--- src/hw/rtl/wsg_pkg.sv ---
// Shared constants, types and arithmetic helpers for the warp source coordinate generator.
package wsg_pkg;

    localparam int FRAC_BITS  = 12;
    localparam int MAX_DIM    = 4096;
    localparam int COORD_W    = 12;
    localparam int COEF_W     = 18;
    localparam int BIAS_W     = 26;
    localparam int SIZE_W     = 13;
    localparam int PROD_W     = COEF_W + COORD_W + 1;
    localparam int VAL_W      = 34;
    localparam int K_W        = 20;
    localparam int MOD_W      = SIZE_W;
    localparam int MOD_STAGES = K_W - 1;
    localparam int INDEX_W    = 24;
    localparam int CFG_IDX_W  = 3;
    localparam int IDXP_W     = COORD_W + SIZE_W;

    localparam logic [1:0] BORDER_CROP    = 2'd0;
    localparam logic [1:0] BORDER_CLAMP   = 2'd1;
    localparam logic [1:0] BORDER_REFLECT = 2'd2;

    localparam logic MODE_NEAREST  = 1'b0;
    localparam logic MODE_BILINEAR = 1'b1;

    localparam logic [CFG_IDX_W-1:0] CFG_COEF_ROW_FROM_ROW = 3'd0;
    localparam logic [CFG_IDX_W-1:0] CFG_COEF_COL_FROM_ROW = 3'd1;
    localparam logic [CFG_IDX_W-1:0] CFG_COEF_ROW_FROM_COL = 3'd2;
    localparam logic [CFG_IDX_W-1:0] CFG_COEF_COL_FROM_COL = 3'd3;
    localparam logic [CFG_IDX_W-1:0] CFG_ROW_BIAS          = 3'd4;
    localparam logic [CFG_IDX_W-1:0] CFG_COL_BIAS          = 3'd5;
    localparam logic [CFG_IDX_W-1:0] CFG_SRC_HEIGHT        = 3'd6;
    localparam logic [CFG_IDX_W-1:0] CFG_SRC_WIDTH         = 3'd7;

    typedef struct packed {
        logic signed [VAL_W-1:0] src_row;
        logic signed [VAL_W-1:0] src_col;
        logic                    mode;
        logic [1:0]              border;
    } wsg_item_t;

    typedef struct packed {
        logic signed [VAL_W-1:0] fv;
        logic                    neg;
        logic                    crop;
        logic [K_W-1:0]          k;
    } wsg_axis_t;

    typedef struct packed {
        wsg_axis_t  row;
        wsg_axis_t  col;
        logic       mode;
        logic [1:0] border;
    } wsg_work_t;

    typedef struct packed {
        logic [COORD_W-1:0]   i0;
        logic [COORD_W-1:0]   i1;
        logic [FRAC_BITS-1:0] frac;
    } wsg_corner_t;

    function automatic logic [SIZE_W-1:0] sat_size(input logic [SIZE_W-1:0] s);
        logic [SIZE_W-1:0] r;
        if (s < SIZE_W'(2))
            r = SIZE_W'(2);
        else if (s > SIZE_W'(MAX_DIM))
            r = SIZE_W'(MAX_DIM);
        else
            r = s;
        return r;
    endfunction

    function automatic wsg_axis_t axis_classify(input logic signed [VAL_W-1:0] v,
                                                input logic [SIZE_W-1:0] n,
                                                input logic mode,
                                                input logic [1:0] border);
        wsg_axis_t               a;
        logic signed [VAL_W-1:0] neg_v;
        logic signed [VAL_W-1:0] mag;
        logic signed [VAL_W-1:0] n_fx;
        logic signed [VAL_W-1:0] half;
        logic signed [VAL_W-1:0] one_m1;
        logic                    is_crop;
        neg_v  = -v;
        n_fx   = VAL_W'({n, {FRAC_BITS{1'b0}}});
        half   = VAL_W'(1) <<< (FRAC_BITS - 1);
        one_m1 = (VAL_W'(1) <<< FRAC_BITS) - VAL_W'(1);
        is_crop = (border == BORDER_CROP);
        a = '0;
        if (mode == MODE_NEAREST) begin
            if (v >= 0) begin
                mag   = (v + half) >>> FRAC_BITS;
                a.fv  = mag <<< FRAC_BITS;
                a.neg = 1'b0;
                a.k   = '0;
            end
            else begin
                mag   = (neg_v + half) >>> FRAC_BITS;
                a.fv  = -(mag <<< FRAC_BITS);
                a.neg = (mag != 0);
                a.k   = K_W'(mag);
            end
            a.crop = is_crop && (a.neg || (a.fv >= n_fx));
        end
        else begin
            mag    = (neg_v + one_m1) >>> FRAC_BITS;
            a.fv   = v;
            a.neg  = (v < 0);
            a.k    = K_W'(mag);
            a.crop = is_crop && ((v < -half) || (v >= n_fx - half));
        end
        return a;
    endfunction

    function automatic logic [K_W-1:0] mod_step(input logic [K_W-1:0] rem,
                                                input logic [MOD_W-1:0] m,
                                                input int s);
        logic [31:0] d;
        logic [31:0] r;
        d = 32'(m) << s;
        r = 32'(rem);
        if (r >= d)
            r = r - d;
        return K_W'(r);
    endfunction

    function automatic wsg_corner_t axis_resolve(input wsg_axis_t a,
                                                 input logic [K_W-1:0] rem,
                                                 input logic [SIZE_W-1:0] n,
                                                 input logic mode,
                                                 input logic [1:0] border);
        wsg_corner_t             c;
        logic signed [VAL_W-1:0] fv;
        logic signed [VAL_W-1:0] n_fx;
        logic signed [VAL_W-1:0] m_fx;
        logic signed [VAL_W-1:0] top_fx;
        logic [SIZE_W-1:0]       n1;
        logic [SIZE_W-1:0]       i0p;
        fv     = a.fv;
        n_fx   = VAL_W'({n, {FRAC_BITS{1'b0}}});
        m_fx   = n_fx + n_fx - (VAL_W'(2) <<< FRAC_BITS);
        top_fx = n_fx - (VAL_W'(1) <<< FRAC_BITS);
        case (border)
            BORDER_CROP:
            begin
                if (mode == MODE_BILINEAR && a.neg)
                    fv = '0;
            end
            BORDER_REFLECT:
            begin
                if (a.neg)
                    fv = VAL_W'({rem, {FRAC_BITS{1'b0}}});
                if (fv >= n_fx) begin
                    fv = m_fx - fv;
                    if (fv < 0)
                        fv = '0;
                end
            end
            default:
            begin
                if (fv < 0)
                    fv = '0;
                if (fv > top_fx)
                    fv = top_fx;
            end
        endcase
        n1     = n - SIZE_W'(1);
        c.i0   = fv[FRAC_BITS +: COORD_W];
        i0p    = SIZE_W'(c.i0) + SIZE_W'(1);
        if (mode == MODE_BILINEAR)
            c.i1 = (i0p > n1) ? n1[COORD_W-1:0] : i0p[COORD_W-1:0];
        else
            c.i1 = c.i0;
        c.frac = (mode == MODE_BILINEAR && c.i0 != c.i1) ? fv[FRAC_BITS-1:0] : '0;
        return c;
    endfunction

endpackage

--- src/hw/rtl/wsg_front.sv ---
// Front part: accepts a request and forms the source coordinates through the inverse matrix.
module wsg_front
(
    input  logic                                  clk,
    input  logic                                  rst_n,
    input  logic                                  in_valid,
    output logic                                  in_stall,
    input  logic [wsg_pkg::COORD_W-1:0]           out_row,
    input  logic [wsg_pkg::COORD_W-1:0]           out_col,
    input  logic                                  mode,
    input  logic [1:0]                            border,
    input  logic signed [wsg_pkg::COEF_W-1:0]     coef_rr,
    input  logic signed [wsg_pkg::COEF_W-1:0]     coef_cr,
    input  logic signed [wsg_pkg::COEF_W-1:0]     coef_rc,
    input  logic signed [wsg_pkg::COEF_W-1:0]     coef_cc,
    input  logic signed [wsg_pkg::BIAS_W-1:0]     row_bias,
    input  logic signed [wsg_pkg::BIAS_W-1:0]     col_bias,
    input  logic                                  q_full,
    output logic                                  push,
    output wsg_pkg::wsg_item_t                    item
);

    logic                                 p_valid_reg;
    logic                                 p_valid_next;
    logic signed [wsg_pkg::PROD_W-1:0]    prod_rr_reg;
    logic signed [wsg_pkg::PROD_W-1:0]    prod_rc_reg;
    logic signed [wsg_pkg::PROD_W-1:0]    prod_cr_reg;
    logic signed [wsg_pkg::PROD_W-1:0]    prod_cc_reg;
    logic                                 mode_reg;
    logic [1:0]                           border_reg;
    logic                                 front_en;
    logic signed [wsg_pkg::COORD_W:0]     row_s;
    logic signed [wsg_pkg::COORD_W:0]     col_s;

    assign front_en     = !p_valid_reg || !q_full;
    assign in_stall     = !front_en;
    assign push         = p_valid_reg && !q_full;
    assign p_valid_next = front_en ? in_valid : p_valid_reg;
    assign row_s        = $signed({1'b0, out_row});
    assign col_s        = $signed({1'b0, out_col});

    always_ff @(posedge clk or negedge rst_n)
    begin
        if (!rst_n)
            p_valid_reg <= 1'b0;
        else
            p_valid_reg <= p_valid_next;
    end

    always_ff @(posedge clk)
    begin
        if (front_en && in_valid) begin
            prod_rr_reg <= coef_rr * row_s;
            prod_rc_reg <= coef_rc * col_s;
            prod_cr_reg <= coef_cr * row_s;
            prod_cc_reg <= coef_cc * col_s;
            mode_reg    <= mode;
            border_reg  <= border;
        end
    end

    always_comb
    begin
        item.src_row = wsg_pkg::VAL_W'(prod_rr_reg) + wsg_pkg::VAL_W'(prod_rc_reg)
                     + wsg_pkg::VAL_W'(row_bias);
        item.src_col = wsg_pkg::VAL_W'(prod_cr_reg) + wsg_pkg::VAL_W'(prod_cc_reg)
                     + wsg_pkg::VAL_W'(col_bias);
        item.mode    = mode_reg;
        item.border  = border_reg;
    end

endmodule

--- config.mk ---
export PLATFORM = sky130hd
export DESIGN_NAME = wsg_front
export DESIGN_NICKNAME = d
export VERILOG_FILES = /design/src/hw/rtl/wsg_pkg.sv /design/src/hw/rtl/wsg_front.sv
export SDC_FILE = /design/constraint.sdc
export NUM_CORES = 2
export LEC_CHECK = 0
export BUFFER_PORTS_ARGS = -buffer_cell sky130_fd_sc_hd__buf_2
export CAP_MARGIN = 30
export CORE_AREA = 3 3 317 319
export DETAILED_ROUTE_END_ITERATION = 10
export DIE_AREA = 0 0 320 322
export HOLD_SLACK_MARGIN = 0.15
export PLACE_DENSITY = 0.59
export SYNTH_ARGS = -nofsm -noshare
export SYNTH_HDL_FRONTEND = slang
export SYNTH_SLANG_ARGS = --single-unit
--- constraint.sdc ---
create_clock -name clk -period 20.6 [get_ports clk]
set_clock_uncertainty 0.05 [all_clocks]
set_input_delay 4.12 -clock clk [delete_from_list [all_inputs] [get_ports clk]]
set_output_delay 4.12 -clock clk [all_outputs]
set_load 0.1 [all_outputs]
== Word-level counts from Yosys, hierarchy flattened ==
Index checks and enable logic that the tools add are counted.
Cells by class
  $add $sub $neg: 4
  multipliers: 4
  divide/modulo/power cells: 0
  $lt $le $gt $ge: 0
  equal/unequal tests: 0
  shifts and indexed selects: 0
  muxes and demuxes: 0
  bitwise operators: 0
  reduce and logical (&&, ||, !) cells: 6
Operator list (number)
  multiplier 18 x 13 -> 31 bit: 4
  adder 32 x 26 -> 33 bit: 2
  adder 31 x 31 -> 32 bit: 2
  zero test 1 bit: 3
  logical AND 1 bit: 2
  logical OR 1 bit: 1
Word-level totals
  register bits after elaboration: 128
  bits in latches: 0
  RAM bits: 0
  ROM bits: 0
  input bits: 155
  output and inout bits: 73
  logic and storage cells: 21
  memories kept: 0

== Longest topological paths before layout ==
  depth in word-level cells: 3
  depth in mapped cells: 24
  depth with buffers taken out: 22

== Worst setup path before layout ==
No wires, ideal clock.
  path kind: in2out
  from: input row_bias[17] (netlist name)
  to: output item[70] (netlist name)
  arrival: 9.643 ns
  data required time: 16.430 ns
  slack: 6.787 ns
  stages: 13
  path buffers: 1
  path through: fa_1 ha_1 a21o_1 a21o_1 a21o_1 a221oi_1 o21ai_0 a21oi_1 o21ai_0 a2111oi_2 a21oi_1 a221oi_1 buf_4
RTL lines
  from (decl): line wsg_front.sv:16  | input logic signed [wsg_pkg::BIAS_W-1:0] row_bias,
  to (decl): line wsg_front.sv:20  | output wsg_pkg::wsg_item_t item

==> flow_summary.yaml <==
synthesis:
  ys_warn_count: 0
  synth-async-reset-ratio_pct: 0.781
  synth_top_area_share_pct: 42.9
  synth_cell_types: 66
  synth_cells: 4351
  yosys.cell_count.top_type: "inv_1"
  ys_dominant_reg_cell: "edfxtp_1"
  synth_edf_count: 127
  synth_nets: 5708
  syn-cell-area_mm2: 0.0400
  synth_area_leaders: "fa_1 43%, ha_1 11%, inv_1 11%"
  yosys_register_bits: 128
  yosysSeqAreaShare_pct: 9.60
  avgSynthCellArea_um2: 9.19
  synth_top_area_cell: "fa_1"
  synth_common_cells: "1145 x inv_1, 856 x fa_1, 527 x nand2_1"
global_routing:
  grt_pass1_wl_um: 163000
  antenna_found_initial: 8
  grt_use_total_pct: 19.9
  grt_max_degree: 69
  overflow: 0
  grt_pass1_vias: 30500
worst_setup_path:
  reg2reg_to: "prod_rr_reg[16]"
  cp.arrival_ps: 8360
  reg2reg_from: "p_valid_reg"
  crit_path_max_fanout: 4
  critical_path_class: "in2out"
  rr_worst_depth: 4
  reg2reg_slack_ps: 17930
  worst_setup_path_start_kind: "input pin"
  cp-startpoint: "row_bias[2]"
  cp-end-kind: "output port"
  cp.required_ps: 16430
floorplan:
  ios: 228
  start_util_pct: 40.7
  die_w_um: 320
  die_h_um: 322
  coreArea_mm2: 0.0981
  fp.dieArea_mm2: 0.103
  placementRows: 115
detailed_routing:
  antenna_left: 0
  drt-initial-drc-count: 1246
  post_drt_wl_per_cell_um: 16.9
  dr.pass1.iters: 7
  viasPerCell: 4.87
  vias: 28000
  drc_errors: 0
  routed_wl_um: 97200
final_layout:
  multi_input_area_mm2: 0.0312
  finalNonFillerCells: 5744
  fillers: 9749
  fin_nets: 5799
  register_area_mm2: 0.00384
  layout-drive-gt1-share_pct: 6.38
  area_growth_pct: 6.99
status:
  status: "finished, final reports clean"
timing:
  drv_slew: 0
  hold_viol: 0
  rsz0062_at_grt: "no"
  final.setup.tns_ps: 0
  setup_viol: 0
  max_slew.worst_pin.slew_ps: 980
  whs_ps: 648
  maxSlewHeadroom_pct: 34.7
  period_minus_slack_ps: 12530
  fin_crit_sh_pct: 60.8
  fmax_mhz: 79.8
clock_network:
  clock_latency_ps: 440
  cts_sinks: 128
  ctsHoldBuffers: 0
  path_clk_slew_ps: 60
  cts_made_buffers: 17
  post_cts_buffers: 0
  h-tree-depth: 4
  cts_root_buf: "clkbuf_16"
  ctsResizeCount: 0
  clk_path_buf_depth: 2
  cts_tree: "built"
hold_path:
  min_delay_path_depth: 2
  hp-start: "p_valid_reg"
  hp-class: "reg2reg"
  min_to: "p_valid_reg"
flow_run:
  max-cap-violations: 0
placed_design:
  dp_hpwl_um: 80800
  place_congestion: 0.879
  dp_cells: 5709
  io_buffers: 227
==> critical path, cell delays in order <==
cell       delay, ps
buf_2            130
fa_1             560
ha_1             230
a21o_1           160
a21oi_1          220
o21bai_1         250
a31oi_1          590
o21ai_0          220
a21oi_1          300
o21ai_0          190
a2111oi_2        420
a21oi_1          170
a221oi_1         320
buf_2            490
==> metal layers <==
metal  GRT usage, %  part of all wire, %  vias to the layer above
met5              0                0.056                        -
met4           2.58                 0.96                        8
met3           3.21                  4.8                       73
met2           34.7                   49                      515
met1           26.8                   45                    14300
li1               -                    -                    13100
==> cell families (layout without fill, tap and decap cells) <==
| family | count (synthesis) | in the layout | synth area share (%) |
|---|---|---|---|
| flops | 128 | 128 | 9.60 |
| mux | 1 | 1 | 0.0250 |
| xor+xnor | 174 | 174 | 3.81 |
| compound gates | 396 | 396 | 6.50 |
| simple gates | 1137 | 1137 | 14.0 |
| other cells | 0 | 3 | 0 |
| buf+inv | 1313 | 1416 | 12.4 |
| fa+ha+maj | 1202 | 1202 | 53.7 |
==> cells in the final DEF, fill, tap and decap left out, drive strengths merged, types with 48 or more instances in the layout <==
cell type,Yosys,final
ha,346,346
edfxtp,127,127
buf,3,240
xor2,48,48
fa,856,856
a21o,70,70
o21ai,65,65
xnor2,126,126
nand2,527,527
inv,1145,1145
nor2,59,59
and2,409,409
a21oi,122,122
==> metrics by stage <==
stage | worst slack (ps) | instance area, um2 | utilization, %
after floorplan | 6790 | 40000 | -
after global placement | 8120 | 42200 | 43.0
after detailed placement | 8160 | 42200 | 43.0
after CTS | 8130 | 42800 | 43.6
after global routing | 7780 | 42800 | 43.6
final | 8070 | 42800 | 43.6
==> how the worst max path moves through the flow <==
stage	to	slack (ps)	depth (start not counted)
finish	item[69]	8070	14
global route	item[69]	7780	14
CTS	item[69]	8130	14
detailed placement	item[69]	8160	14
global placement	item[70]	8120	14
floorplan	item[70]	6790	13
==> layout make-up <==
type	count	area share [%]
tap	1287	3.76
antenna	3	0.0176
multi-input combinational	2910	73.0
clock inverter	11	0.331
inverter	1145	10.0
clock buffer	20	1.02
sequential	128	8.97
timing repair buffer	240	2.88
Power is left out: the tool's default activity adds up to more than one toggle a clock period on the data nets, which glitch-free logic cannot reach.
