`config.mk`:
```
export PLATFORM = sky130hd
export DESIGN_NAME = wsg_queue
export DESIGN_NICKNAME = d
export VERILOG_FILES = /design/src/hw/rtl/wsg_pkg.sv /design/src/hw/rtl/wsg_queue.sv
export SDC_FILE = /design/constraint.sdc
export NUM_CORES = 1
export LEC_CHECK = 0
export ABC_AREA = 1
export BUFFER_PORTS_ARGS = -buffer_cell sky130_fd_sc_hd__buf_2
export CORE_MARGIN = 2
export CORE_UTILIZATION = 56
export DETAILED_ROUTE_END_ITERATION = 16
export GPL_TIMING_DRIVEN = 1
export PLACE_DENSITY = 0.85
export SYNTH_ARGS = -nofsm -noshare
export SYNTH_HDL_FRONTEND = slang
export SYNTH_SLANG_ARGS = --single-unit
```
`constraint.sdc`:
```
create_clock -name clk -period 10.55 [get_ports clk]
set_clock_uncertainty 0.15 [all_clocks]
set_input_delay 2.11 -clock clk [delete_from_list [all_inputs] [get_ports clk]]
set_output_delay 2.11 -clock clk [all_outputs]
set_load 0.01 [all_outputs]
```
`src/hw/rtl/wsg_pkg.sv`:
```
// Shared constants, types and arithmetic helpers for the warp source coordinate generator.
package wsg_pkg;

    localparam int FRAC_BITS  = 12;
    localparam int MAX_DIM    = 4096;
    localparam int COORD_W    = 12;
    localparam int COEF_W     = 18;
    localparam int BIAS_W     = 26;
    localparam int SIZE_W     = 13;
    localparam int PROD_W     = COEF_W + COORD_W + 1;
    localparam int VAL_W      = 34;
    localparam int K_W        = 20;
    localparam int MOD_W      = SIZE_W;
    localparam int MOD_STAGES = K_W - 1;
    localparam int INDEX_W    = 24;
    localparam int CFG_IDX_W  = 3;
    localparam int IDXP_W     = COORD_W + SIZE_W;

    localparam logic [1:0] BORDER_CROP    = 2'd0;
    localparam logic [1:0] BORDER_CLAMP   = 2'd1;
    localparam logic [1:0] BORDER_REFLECT = 2'd2;

    localparam logic MODE_NEAREST  = 1'b0;
    localparam logic MODE_BILINEAR = 1'b1;

    localparam logic [CFG_IDX_W-1:0] CFG_COEF_ROW_FROM_ROW = 3'd0;
    localparam logic [CFG_IDX_W-1:0] CFG_COEF_COL_FROM_ROW = 3'd1;
    localparam logic [CFG_IDX_W-1:0] CFG_COEF_ROW_FROM_COL = 3'd2;
    localparam logic [CFG_IDX_W-1:0] CFG_COEF_COL_FROM_COL = 3'd3;
    localparam logic [CFG_IDX_W-1:0] CFG_ROW_BIAS          = 3'd4;
    localparam logic [CFG_IDX_W-1:0] CFG_COL_BIAS          = 3'd5;
    localparam logic [CFG_IDX_W-1:0] CFG_SRC_HEIGHT        = 3'd6;
    localparam logic [CFG_IDX_W-1:0] CFG_SRC_WIDTH         = 3'd7;

    typedef struct packed {
        logic signed [VAL_W-1:0] src_row;
        logic signed [VAL_W-1:0] src_col;
        logic                    mode;
        logic [1:0]              border;
    } wsg_item_t;

    typedef struct packed {
        logic signed [VAL_W-1:0] fv;
        logic                    neg;
        logic                    crop;
        logic [K_W-1:0]          k;
    } wsg_axis_t;

    typedef struct packed {
        wsg_axis_t  row;
        wsg_axis_t  col;
        logic       mode;
        logic [1:0] border;
    } wsg_work_t;

    typedef struct packed {
        logic [COORD_W-1:0]   i0;
        logic [COORD_W-1:0]   i1;
        logic [FRAC_BITS-1:0] frac;
    } wsg_corner_t;

    function automatic logic [SIZE_W-1:0] sat_size(input logic [SIZE_W-1:0] s);
        logic [SIZE_W-1:0] r;
        if (s < SIZE_W'(2))
            r = SIZE_W'(2);
        else if (s > SIZE_W'(MAX_DIM))
            r = SIZE_W'(MAX_DIM);
        else
            r = s;
        return r;
    endfunction

    function automatic wsg_axis_t axis_classify(input logic signed [VAL_W-1:0] v,
                                                input logic [SIZE_W-1:0] n,
                                                input logic mode,
                                                input logic [1:0] border);
        wsg_axis_t               a;
        logic signed [VAL_W-1:0] neg_v;
        logic signed [VAL_W-1:0] mag;
        logic signed [VAL_W-1:0] n_fx;
        logic signed [VAL_W-1:0] half;
        logic signed [VAL_W-1:0] one_m1;
        logic                    is_crop;
        neg_v  = -v;
        n_fx   = VAL_W'({n, {FRAC_BITS{1'b0}}});
        half   = VAL_W'(1) <<< (FRAC_BITS - 1);
        one_m1 = (VAL_W'(1) <<< FRAC_BITS) - VAL_W'(1);
        is_crop = (border == BORDER_CROP);
        a = '0;
        if (mode == MODE_NEAREST) begin
            if (v >= 0) begin
                mag   = (v + half) >>> FRAC_BITS;
                a.fv  = mag <<< FRAC_BITS;
                a.neg = 1'b0;
                a.k   = '0;
            end
            else begin
                mag   = (neg_v + half) >>> FRAC_BITS;
                a.fv  = -(mag <<< FRAC_BITS);
                a.neg = (mag != 0);
                a.k   = K_W'(mag);
            end
            a.crop = is_crop && (a.neg || (a.fv >= n_fx));
        end
        else begin
            mag    = (neg_v + one_m1) >>> FRAC_BITS;
            a.fv   = v;
            a.neg  = (v < 0);
            a.k    = K_W'(mag);
            a.crop = is_crop && ((v < -half) || (v >= n_fx - half));
        end
        return a;
    endfunction

    function automatic logic [K_W-1:0] mod_step(input logic [K_W-1:0] rem,
                                                input logic [MOD_W-1:0] m,
                                                input int s);
        logic [31:0] d;
        logic [31:0] r;
        d = 32'(m) << s;
        r = 32'(rem);
        if (r >= d)
            r = r - d;
        return K_W'(r);
    endfunction

    function automatic wsg_corner_t axis_resolve(input wsg_axis_t a,
                                                 input logic [K_W-1:0] rem,
                                                 input logic [SIZE_W-1:0] n,
                                                 input logic mode,
                                                 input logic [1:0] border);
        wsg_corner_t             c;
        logic signed [VAL_W-1:0] fv;
        logic signed [VAL_W-1:0] n_fx;
        logic signed [VAL_W-1:0] m_fx;
        logic signed [VAL_W-1:0] top_fx;
        logic [SIZE_W-1:0]       n1;
        logic [SIZE_W-1:0]       i0p;
        fv     = a.fv;
        n_fx   = VAL_W'({n, {FRAC_BITS{1'b0}}});
        m_fx   = n_fx + n_fx - (VAL_W'(2) <<< FRAC_BITS);
        top_fx = n_fx - (VAL_W'(1) <<< FRAC_BITS);
        case (border)
            BORDER_CROP:
            begin
                if (mode == MODE_BILINEAR && a.neg)
                    fv = '0;
            end
            BORDER_REFLECT:
            begin
                if (a.neg)
                    fv = VAL_W'({rem, {FRAC_BITS{1'b0}}});
                if (fv >= n_fx) begin
                    fv = m_fx - fv;
                    if (fv < 0)
                        fv = '0;
                end
            end
            default:
            begin
                if (fv < 0)
                    fv = '0;
                if (fv > top_fx)
                    fv = top_fx;
            end
        endcase
        n1     = n - SIZE_W'(1);
        c.i0   = fv[FRAC_BITS +: COORD_W];
        i0p    = SIZE_W'(c.i0) + SIZE_W'(1);
        if (mode == MODE_BILINEAR)
            c.i1 = (i0p > n1) ? n1[COORD_W-1:0] : i0p[COORD_W-1:0];
        else
            c.i1 = c.i0;
        c.frac = (mode == MODE_BILINEAR && c.i0 != c.i1) ? fv[FRAC_BITS-1:0] : '0;
        return c;
    endfunction

endpackage

```
`src/hw/rtl/wsg_queue.sv`:
```
// Two-entry queue between the front and back parts.
module wsg_queue
(
    input  logic               clk,
    input  logic               rst_n,
    input  logic               push,
    input  wsg_pkg::wsg_item_t push_item,
    input  logic               pop,
    output wsg_pkg::wsg_item_t pop_item,
    output logic               full,
    output logic               empty
);

    wsg_pkg::wsg_item_t mem_reg [2];
    logic [1:0]         count_reg;
    logic [1:0]         count_next;
    logic               wr_ptr_reg;
    logic               rd_ptr_reg;

    assign full       = (count_reg == 2'd2);
    assign empty      = (count_reg == 2'd0);
    assign pop_item   = mem_reg[rd_ptr_reg];
    assign count_next = count_reg + 2'(push) - 2'(pop);

    always_ff @(posedge clk or negedge rst_n)
    begin
        if (!rst_n) begin
            count_reg  <= 2'd0;
            wr_ptr_reg <= 1'b0;
            rd_ptr_reg <= 1'b0;
        end
        else begin
            count_reg <= count_next;
            if (push)
                wr_ptr_reg <= !wr_ptr_reg;
            if (pop)
                rd_ptr_reg <= !rd_ptr_reg;
        end
    end

    always_ff @(posedge clk)
    begin
        if (push)
            mem_reg[wr_ptr_reg] <= push_item;
    end

endmodule

```
# ---- Word-level counts from Yosys, hierarchy flattened
# Memories as Yosys holds them, arrays and structs flattened.
# Index checks and enable logic that the tools add are counted.
dict set report word_totals {
  regBits 4
  ramBits 142
  in_bits 75
  output_inout_bits 73
  wordCells 12
  mem_count 1
}
# name depth width read_ports rd_ports_with_merged_regs write_ports line_no
set memory_table {}
lappend memory_table {mem_reg 2 71 1 0 1 wsg_queue.sv:14} ;# wsg_pkg::wsg_item_t mem_reg [2];
dict set report classes {
  addsub 2
  eq_ne 1
  muxes 2
  reduce_logical 3
}
# op n
set ops {}
lappend ops {{$add 2x1->2} 1}
lappend ops {{$eq 2x2->1 const B} 1}
lappend ops {{$logic_not 1->1} 2}
lappend ops {{$logic_not 2->1} 1}
lappend ops {{$mux 1} 2}
lappend ops {{$sub 2x1->2} 1}

# ---- Longest topological paths before layout
# Gate-level depths: netlist of the first run.
dict set report logic_depth {
  depth_word 2
  depth_mapped 7
  depth_no_buf 7
}

# ---- Least setup slack after synthesis of the first run
# OpenSTA, ideal clock, no wires.
dict set report synth_path {
  path_type {input port to flip-flop}
  from {in push}
  to {mem mem_reg[0][0] (netlist name), enable pin}
  setup_time_ps 502
  t_arrival_ps 5126
  t_required_ps 9898
  setup_slack_ps 4772
  path_stages 2
  path_buffers 0
  path_cell_list {inv_1 > nor2_1}
}
dict set report synth_via {
  elab_chain_len 2
}
# item line_no
set synth_rtl {}
lappend synth_rtl {{start: declaration} wsg_queue.sv:6} ;# input logic push,
lappend synth_rtl {{$mux 1} wsg_queue.sv:43} ;# if (push)
lappend synth_rtl {{$mux 1 (implied by the code)} wsg_queue.sv:44} ;# mem_reg[wr_ptr_reg] <= push_item;
lappend synth_rtl {{end: declaration} wsg_queue.sv:14}
# Every way passes these cells.

==> results.cfg, run 1 <==
[finish]
nFillCells = 659
layout.cells.non_filler = 694
drive_above_1_share_pct = 32.62
largest_register_ff_count = 142
nets = 625
multi_input_comb_area_um2 = 718.2
regArea_mm2 = 0.004368
final_core_util_pct = 70.43
n_antenna_cell = 0
area_growth_pct = 23.11

[setup_path]
crit_fanout = 143
critPathMaxStageDelay_ns = 1.19
crit_path_top_delay_cell = dfrtp_4
cp-end-kind = output pin
cp-start-kind = flip-flop
path_cells = o21ai_0, buf_2
regToRegSetupSlack_ns = 8.58
path_class = flip-flop to output pin
r2r-end = mem_reg[0][27]$_DFFE_PP_
r2r_cells = 2
cp.required_ns = 8.29
rr_startpoint = wr_ptr_reg$_DFFE_PN0P_
crit_arrival_ns = 2.37

[route]
detail_route.wl_per_cell_um = 13.53
drt_iter0_drc = 181
via_per_inst = 4.703
drtAntennaViolNets = 0
route.detailed.drc = 0
first_pass_iters = 5
wirelength_um = 9391
vias = 3264

[logic_synthesis]
ys_warn_count = 0
synth_area_mm2 = 0.005567
yosysSeqAreaShare_pct = 78.40
syn_inst = 396
synth-seq-cells = 146
synth_nets = 473
avgSynthCellArea_um2 = 14.06
synth.distinct_cells = 15

[floorplan]
rows = 36
die_w_um = 103.7
core_area_mm2 = 0.009729
initial_core_util_pct = 57.21
dieArea_mm2 = 0.01075
io_pins = 148
die_h_um = 103.7

[place]
gp_congestion = 0.7395
hpwl_um = 5774
io_buffers = 147
post-place-cells = 662

[pwr]
peakVddDrop_uv = 152.1
p_per_area_mw_per_mm2 = 271.4
p_total_w = 0.001860
power_leakage_nw = 2.961

[global_routing]
globalRouteMet2Util_pct = 30.42
grt_pass1_wl_um = 15260
grt_overflow = 0
grt_use_met1_pct = 21.84
grt_usage_pct = 18.29
grt_busiest_layer = met2
gr-usage-met3_pct = 6.860
grt_pass1_vias = 3331
grt_max_degree = 144
antenna_found_initial = 0

[cts]
cts-root-buf = clkbuf_8
clock_path_buffers = 2
clk_latency_ns = 0.50
cts_sinks = 146
cts_hold_buffers = 0
cts_resized = 0
numCtsBuffers = 17
post-cts-setup-buffer-count = 0
tritoncts = done
clk_pin_slew_worst_paths_ns = 0.06
h-tree-depth = 4

[sta]
hold_viol = 0
max_slew.worst_pin.slew_ns = 1.279
fin_setup_tns_ns = 0
fin_crit_ns = 4.628
maxSlewHeadroom_pct = 14.70
maxSlewViolCount = 0
period_share_pct = 43.87
rsz0062_at_grt = false
clock.fmax_ghz = 0.2161
finalSetupViolations = 0
whs_ns = 0.4021

[status]
outcome = completed

[flow_run]
cap_violations = 0

[hold_path]
min_path_cells = 1
holdPathEnd = wr_ptr_reg$_DFFE_PN0P_
min_from = wr_ptr_reg$_DFFE_PN0P_
hp-class = flip-flop to flip-flop
==> layout make-up <==
| type | count | area share (%) |
|---|---|---|
| clock buffer | 19 | 6.153 |
| clock inverter | 13 | 1.972 |
| inverter | 78 | 4.272 |
| multi-input combinational | 156 | 10.48 |
| sequential | 146 | 63.74 |
| tap | 133 | 2.428 |
| timing repair buffer | 149 | 10.95 |
==> cells by family (layout without fill, tap and decap cells) <==
group / count (synthesis) / in the layout / synth area share [%]
flip-flops: 146 / 146 / 78.40
XOR/XNOR: 2 / 2 / 0.3147
adder cells (fa/ha/maj): 2 / 2 / 0.4495
buffers and inverters: 94 / 259 / 8.833
AO/OA/AOI/OAI: 71 / 71 / 6.518
AND/OR/NAND/NOR: 81 / 81 / 5.484
==> worst max path at each step <==
| stage | startpoint | to | slack [ns] | depth (start not counted) |
|---|---|---|---|---|
| finish | rd_ptr_reg$_DFFE_PN0P_ | pop_item[30] | 5.92 | 2 |
| global placement | rd_ptr_reg$_DFFE_PN0P_ | pop_item[30] | 6.51 | 2 |
| detailed placement | rd_ptr_reg$_DFFE_PN0P_ | pop_item[30] | 6.50 | 2 |
| floorplan | push | mem_reg[0][0]$_DFFE_PP_ | 4.77 | 2 |
| CTS | rd_ptr_reg$_DFFE_PN0P_ | pop_item[44] | 5.91 | 3 |
| global route | rd_ptr_reg$_DFFE_PN0P_ | pop_item[44] | 5.76 | 3 |
==> worst max-delay path, delay by kind of cell (launching register included) <==
kind	cells	cell delay (ns)
buf+inv	1	0.22
flops	1	1.19
compound gates	1	0.30
==> synthesized netlist by cell type <==
cell | n | area (um^2)
o21ai_2 | 2 | 17.52
nand2_1 | 77 | 289.0
xor2_1 | 2 | 17.52
clkbuf_2 | 1 | 5.000
o21ai_1 | 17 | 85.08
nand3_1 | 1 | 5.000
nor2_1 | 3 | 11.26
edfxtp_1 | 142 | 4264
buf_6 | 1 | 11.26
ha_1 | 2 | 25.02
inv_1 | 78 | 292.8
clkbuf_1 | 6 | 22.52
dfrtp_1 | 4 | 100.1
buf_12 | 8 | 160.2
o21ai_0 | 52 | 260.3
==> metrics by stage <==
stage / setup WS (ns) / instance area (um^2)
CTS: 5.907 / 6853
global placement: 6.512 / 6296
finish: 5.922 / 6853
global route: 5.757 / 6853
floorplan: 4.772 / 5567
detailed placement: 6.497 / 6296
==> metal layers <==
metal / part of all wire [%] / wire length [um] / vias up
li1: - / - / 1641
met1: 42 / 3903 / 1507
met2: 51 / 4773 / 111
met3: 7.1 / 671 / 5
met4: 0.45 / 42 / 0
met5: 0 / 0 / -
==> placed cells by master, fill, tap and decap left out, types with 3 or more instances in the layout <==
cell and count:
edfxtp_1 142, o21ai_0 52, clkinv_2 3, dfrtp_1 3
clkbuf_16 16, o21ai_1 17, clkinvlp_4 4, buf_2 147
inv_1 77, nand2_1 77
==> power by group <==
part           leakage, nW  switching, W  internal [W]
combinational         1.32      0.000267      0.000171
sequential            1.38     0.0000968      0.000772
clock                0.262      0.000218      0.000335
Power figures use the tool's default switching activity.
==> inputs of run 2 (changes only) <==
Settings changed: CORE_UTILIZATION 56 to 47, PLACE_DENSITY 0.85 to 0.76.
Clock period 10.55 ns to 3.9 ns, I/O delays scaled along.
==> results.cfg, run 2 (same netlist as run 1, synthesis figures left out) <==
[status]
outcome = completed

[route]
drtAntennaViolNets = 0
first_pass_iters = 4
route.detailed.drc = 0
via_per_inst = 4.731
wirelength_um = 9511
detail_route.wl_per_cell_um = 13.47
drt_iter0_drc = 189
vias = 3340

[global_routing]
grt_pass1_vias = 3276
grt_usage_pct = 15.64
grt_max_degree = 79
antenna_found_initial = 0
grt_pass1_wl_um = 15020
grt_overflow = 0

[setup_path]
regToRegSetupSlack_ns = 2.04
r2r_cells = 3
crit_arrival_ns = 2.06
critPathMaxStageDelay_ns = 0.87
cp-endpoint = pop_item[38]
path_cells = buf_12, nand2_1, o21ai_0, buf_2
cp-end-kind = output pin
cp-start-kind = flip-flop
crit_path_top_delay_cell = dfrtp_4
crit_fanout = 78
cp.required_ns = 2.97
r2r-end = mem_reg[1][23]$_DFFE_PP_
path_class = flip-flop to output pin
rr_startpoint = wr_ptr_reg$_DFFE_PN0P_
startpoint = rd_ptr_reg$_DFFE_PN0P_

[sta]
finalSetupViolations = 0
hold_viol = 0
period_share_pct = 76.66
whs_ns = 0.4010
max_slew.worst_pin.slew_ns = 0.9478
maxSlewHeadroom_pct = 36.82
rsz0062_at_grt = false
maxSlewViolCount = 0
fin_crit_ns = 2.990
clock.fmax_ghz = 0.3345
fin_setup_tns_ns = 0

[finish]
nets = 627
n_antenna_cell = 0
final_common_cell = buf_2
layout.cells.non_filler = 706
final_cell_mix = buf_2 (147), edfxtp_1 (142), inv_1 (77), nand2_1 (77), o21ai_0 (52)
final_area_mm2 = 0.006969
drive_above_1_share_pct = 33.04
area_growth_pct = 25.20
largest_register_ff_count = 142

[place]
io_buffers = 147
gp_congestion = 0.7339
hpwl_um = 6358
post-place-cells = 673
place_area_mm2 = 0.006341

[cts]
tritoncts = done
cts_sinks = 146
clk_pin_slew_worst_paths_ns = 0.05
cts_resized = 0
clk_latency_ns = 0.41
cts-root-buf = clkbuf_16
h-tree-depth = 4
numCtsBuffers = 17
clock_path_buffers = 2

[floorplan]
die_w_um = 112.8
rows = 39
core_area_mm2 = 0.01147
die_h_um = 112.8
io_pins = 148
initial_core_util_pct = 48.54
dieArea_mm2 = 0.01273

[hold_path]
hp-class = flip-flop to flip-flop
min_from = wr_ptr_reg$_DFFE_PN0P_

[pwr]
power_leakage_nw = 3.011
p_per_area_mw_per_mm2 = 748.4
peakVddDrop_uv = 535.1

[flow_run]
cap_violations = 0
[run 2: cell types whose count changed in the layout (fill, tap and decap cells not counted), moves of 2 or more]
| cell | change |
|---|---|
| inv_6 | -2 |
| bufinv_16 | +2 |
| clkinv_4 | +2 |
| buf_12 | +2 |
[run 2: metrics by stage]
step	utilization (%)	setup slack [ns]	power (W)
global placement	55.30	1.420	0.003564
CTS	60.77	0.9365	0.005285
global route	60.77	0.7630	0.005519
detailed placement	55.30	1.391	0.003618
floorplan	-	0.6817	0.003196
finish	60.77	0.9101	0.005216
[run 2: layout make-up]
type	instances	area [um^2]
clock buffers	18	429.2
clock inverters	14	188.9
fillers	864	4498
inverters	78	292.8
multi-input cells	156	718.2
flip-flops and latches	146	4368
well taps	143	178.9
repair buffers	151	793.3
[run 2: per-layer routing]
layer	global-route usage, %	share of wire, %	vias up
li1	-	-	1640
met3	7.445	9.9	23
met4	8.211	2.4	0
met2	25.11	49	134
met1	17.38	39	1543
met5	0	0	-
[run 2: critical path: cells and delay by family, from the launching register on]
family	cells	cell delay, ns
AO/OA/AOI/OAI	1	0.12
buffers and inverters	2	0.50
flip-flops	1	0.87
AND/OR/NAND/NOR	1	0.07
[run 2: worst min-delay path by stage]
stage / end / slack [ns] / depth (start not counted)
after floorplan: count_reg[0]$_DFF_PN0_ / 0.33 / 0
after global placement: wr_ptr_reg$_DFFE_PN0P_ / 0.38 / 1
after detailed placement: wr_ptr_reg$_DFFE_PN0P_ / 0.40 / 1
after CTS: mem_reg[1][27]$_DFFE_PP_ / 0.38 / 1
after global routing: mem_reg[1][21]$_DFFE_PP_ / 0.38 / 1
final: wr_ptr_reg$_DFFE_PN0P_ / 0.40 / 1
[run 2: repair_timing]
item / CTS / global route
hold buffers: 1 / 0
setup buffers: 0 / 0
endpoints found under the hold margin: 4 / 0
[run 2: power by group]
part           leakage (nW)  switching, W  internal [W]
combinational          1.34      0.000803      0.000483
sequential             1.38      0.000184       0.00209
clock                 0.296      0.000590       0.00107
total                  3.01       0.00158       0.00364
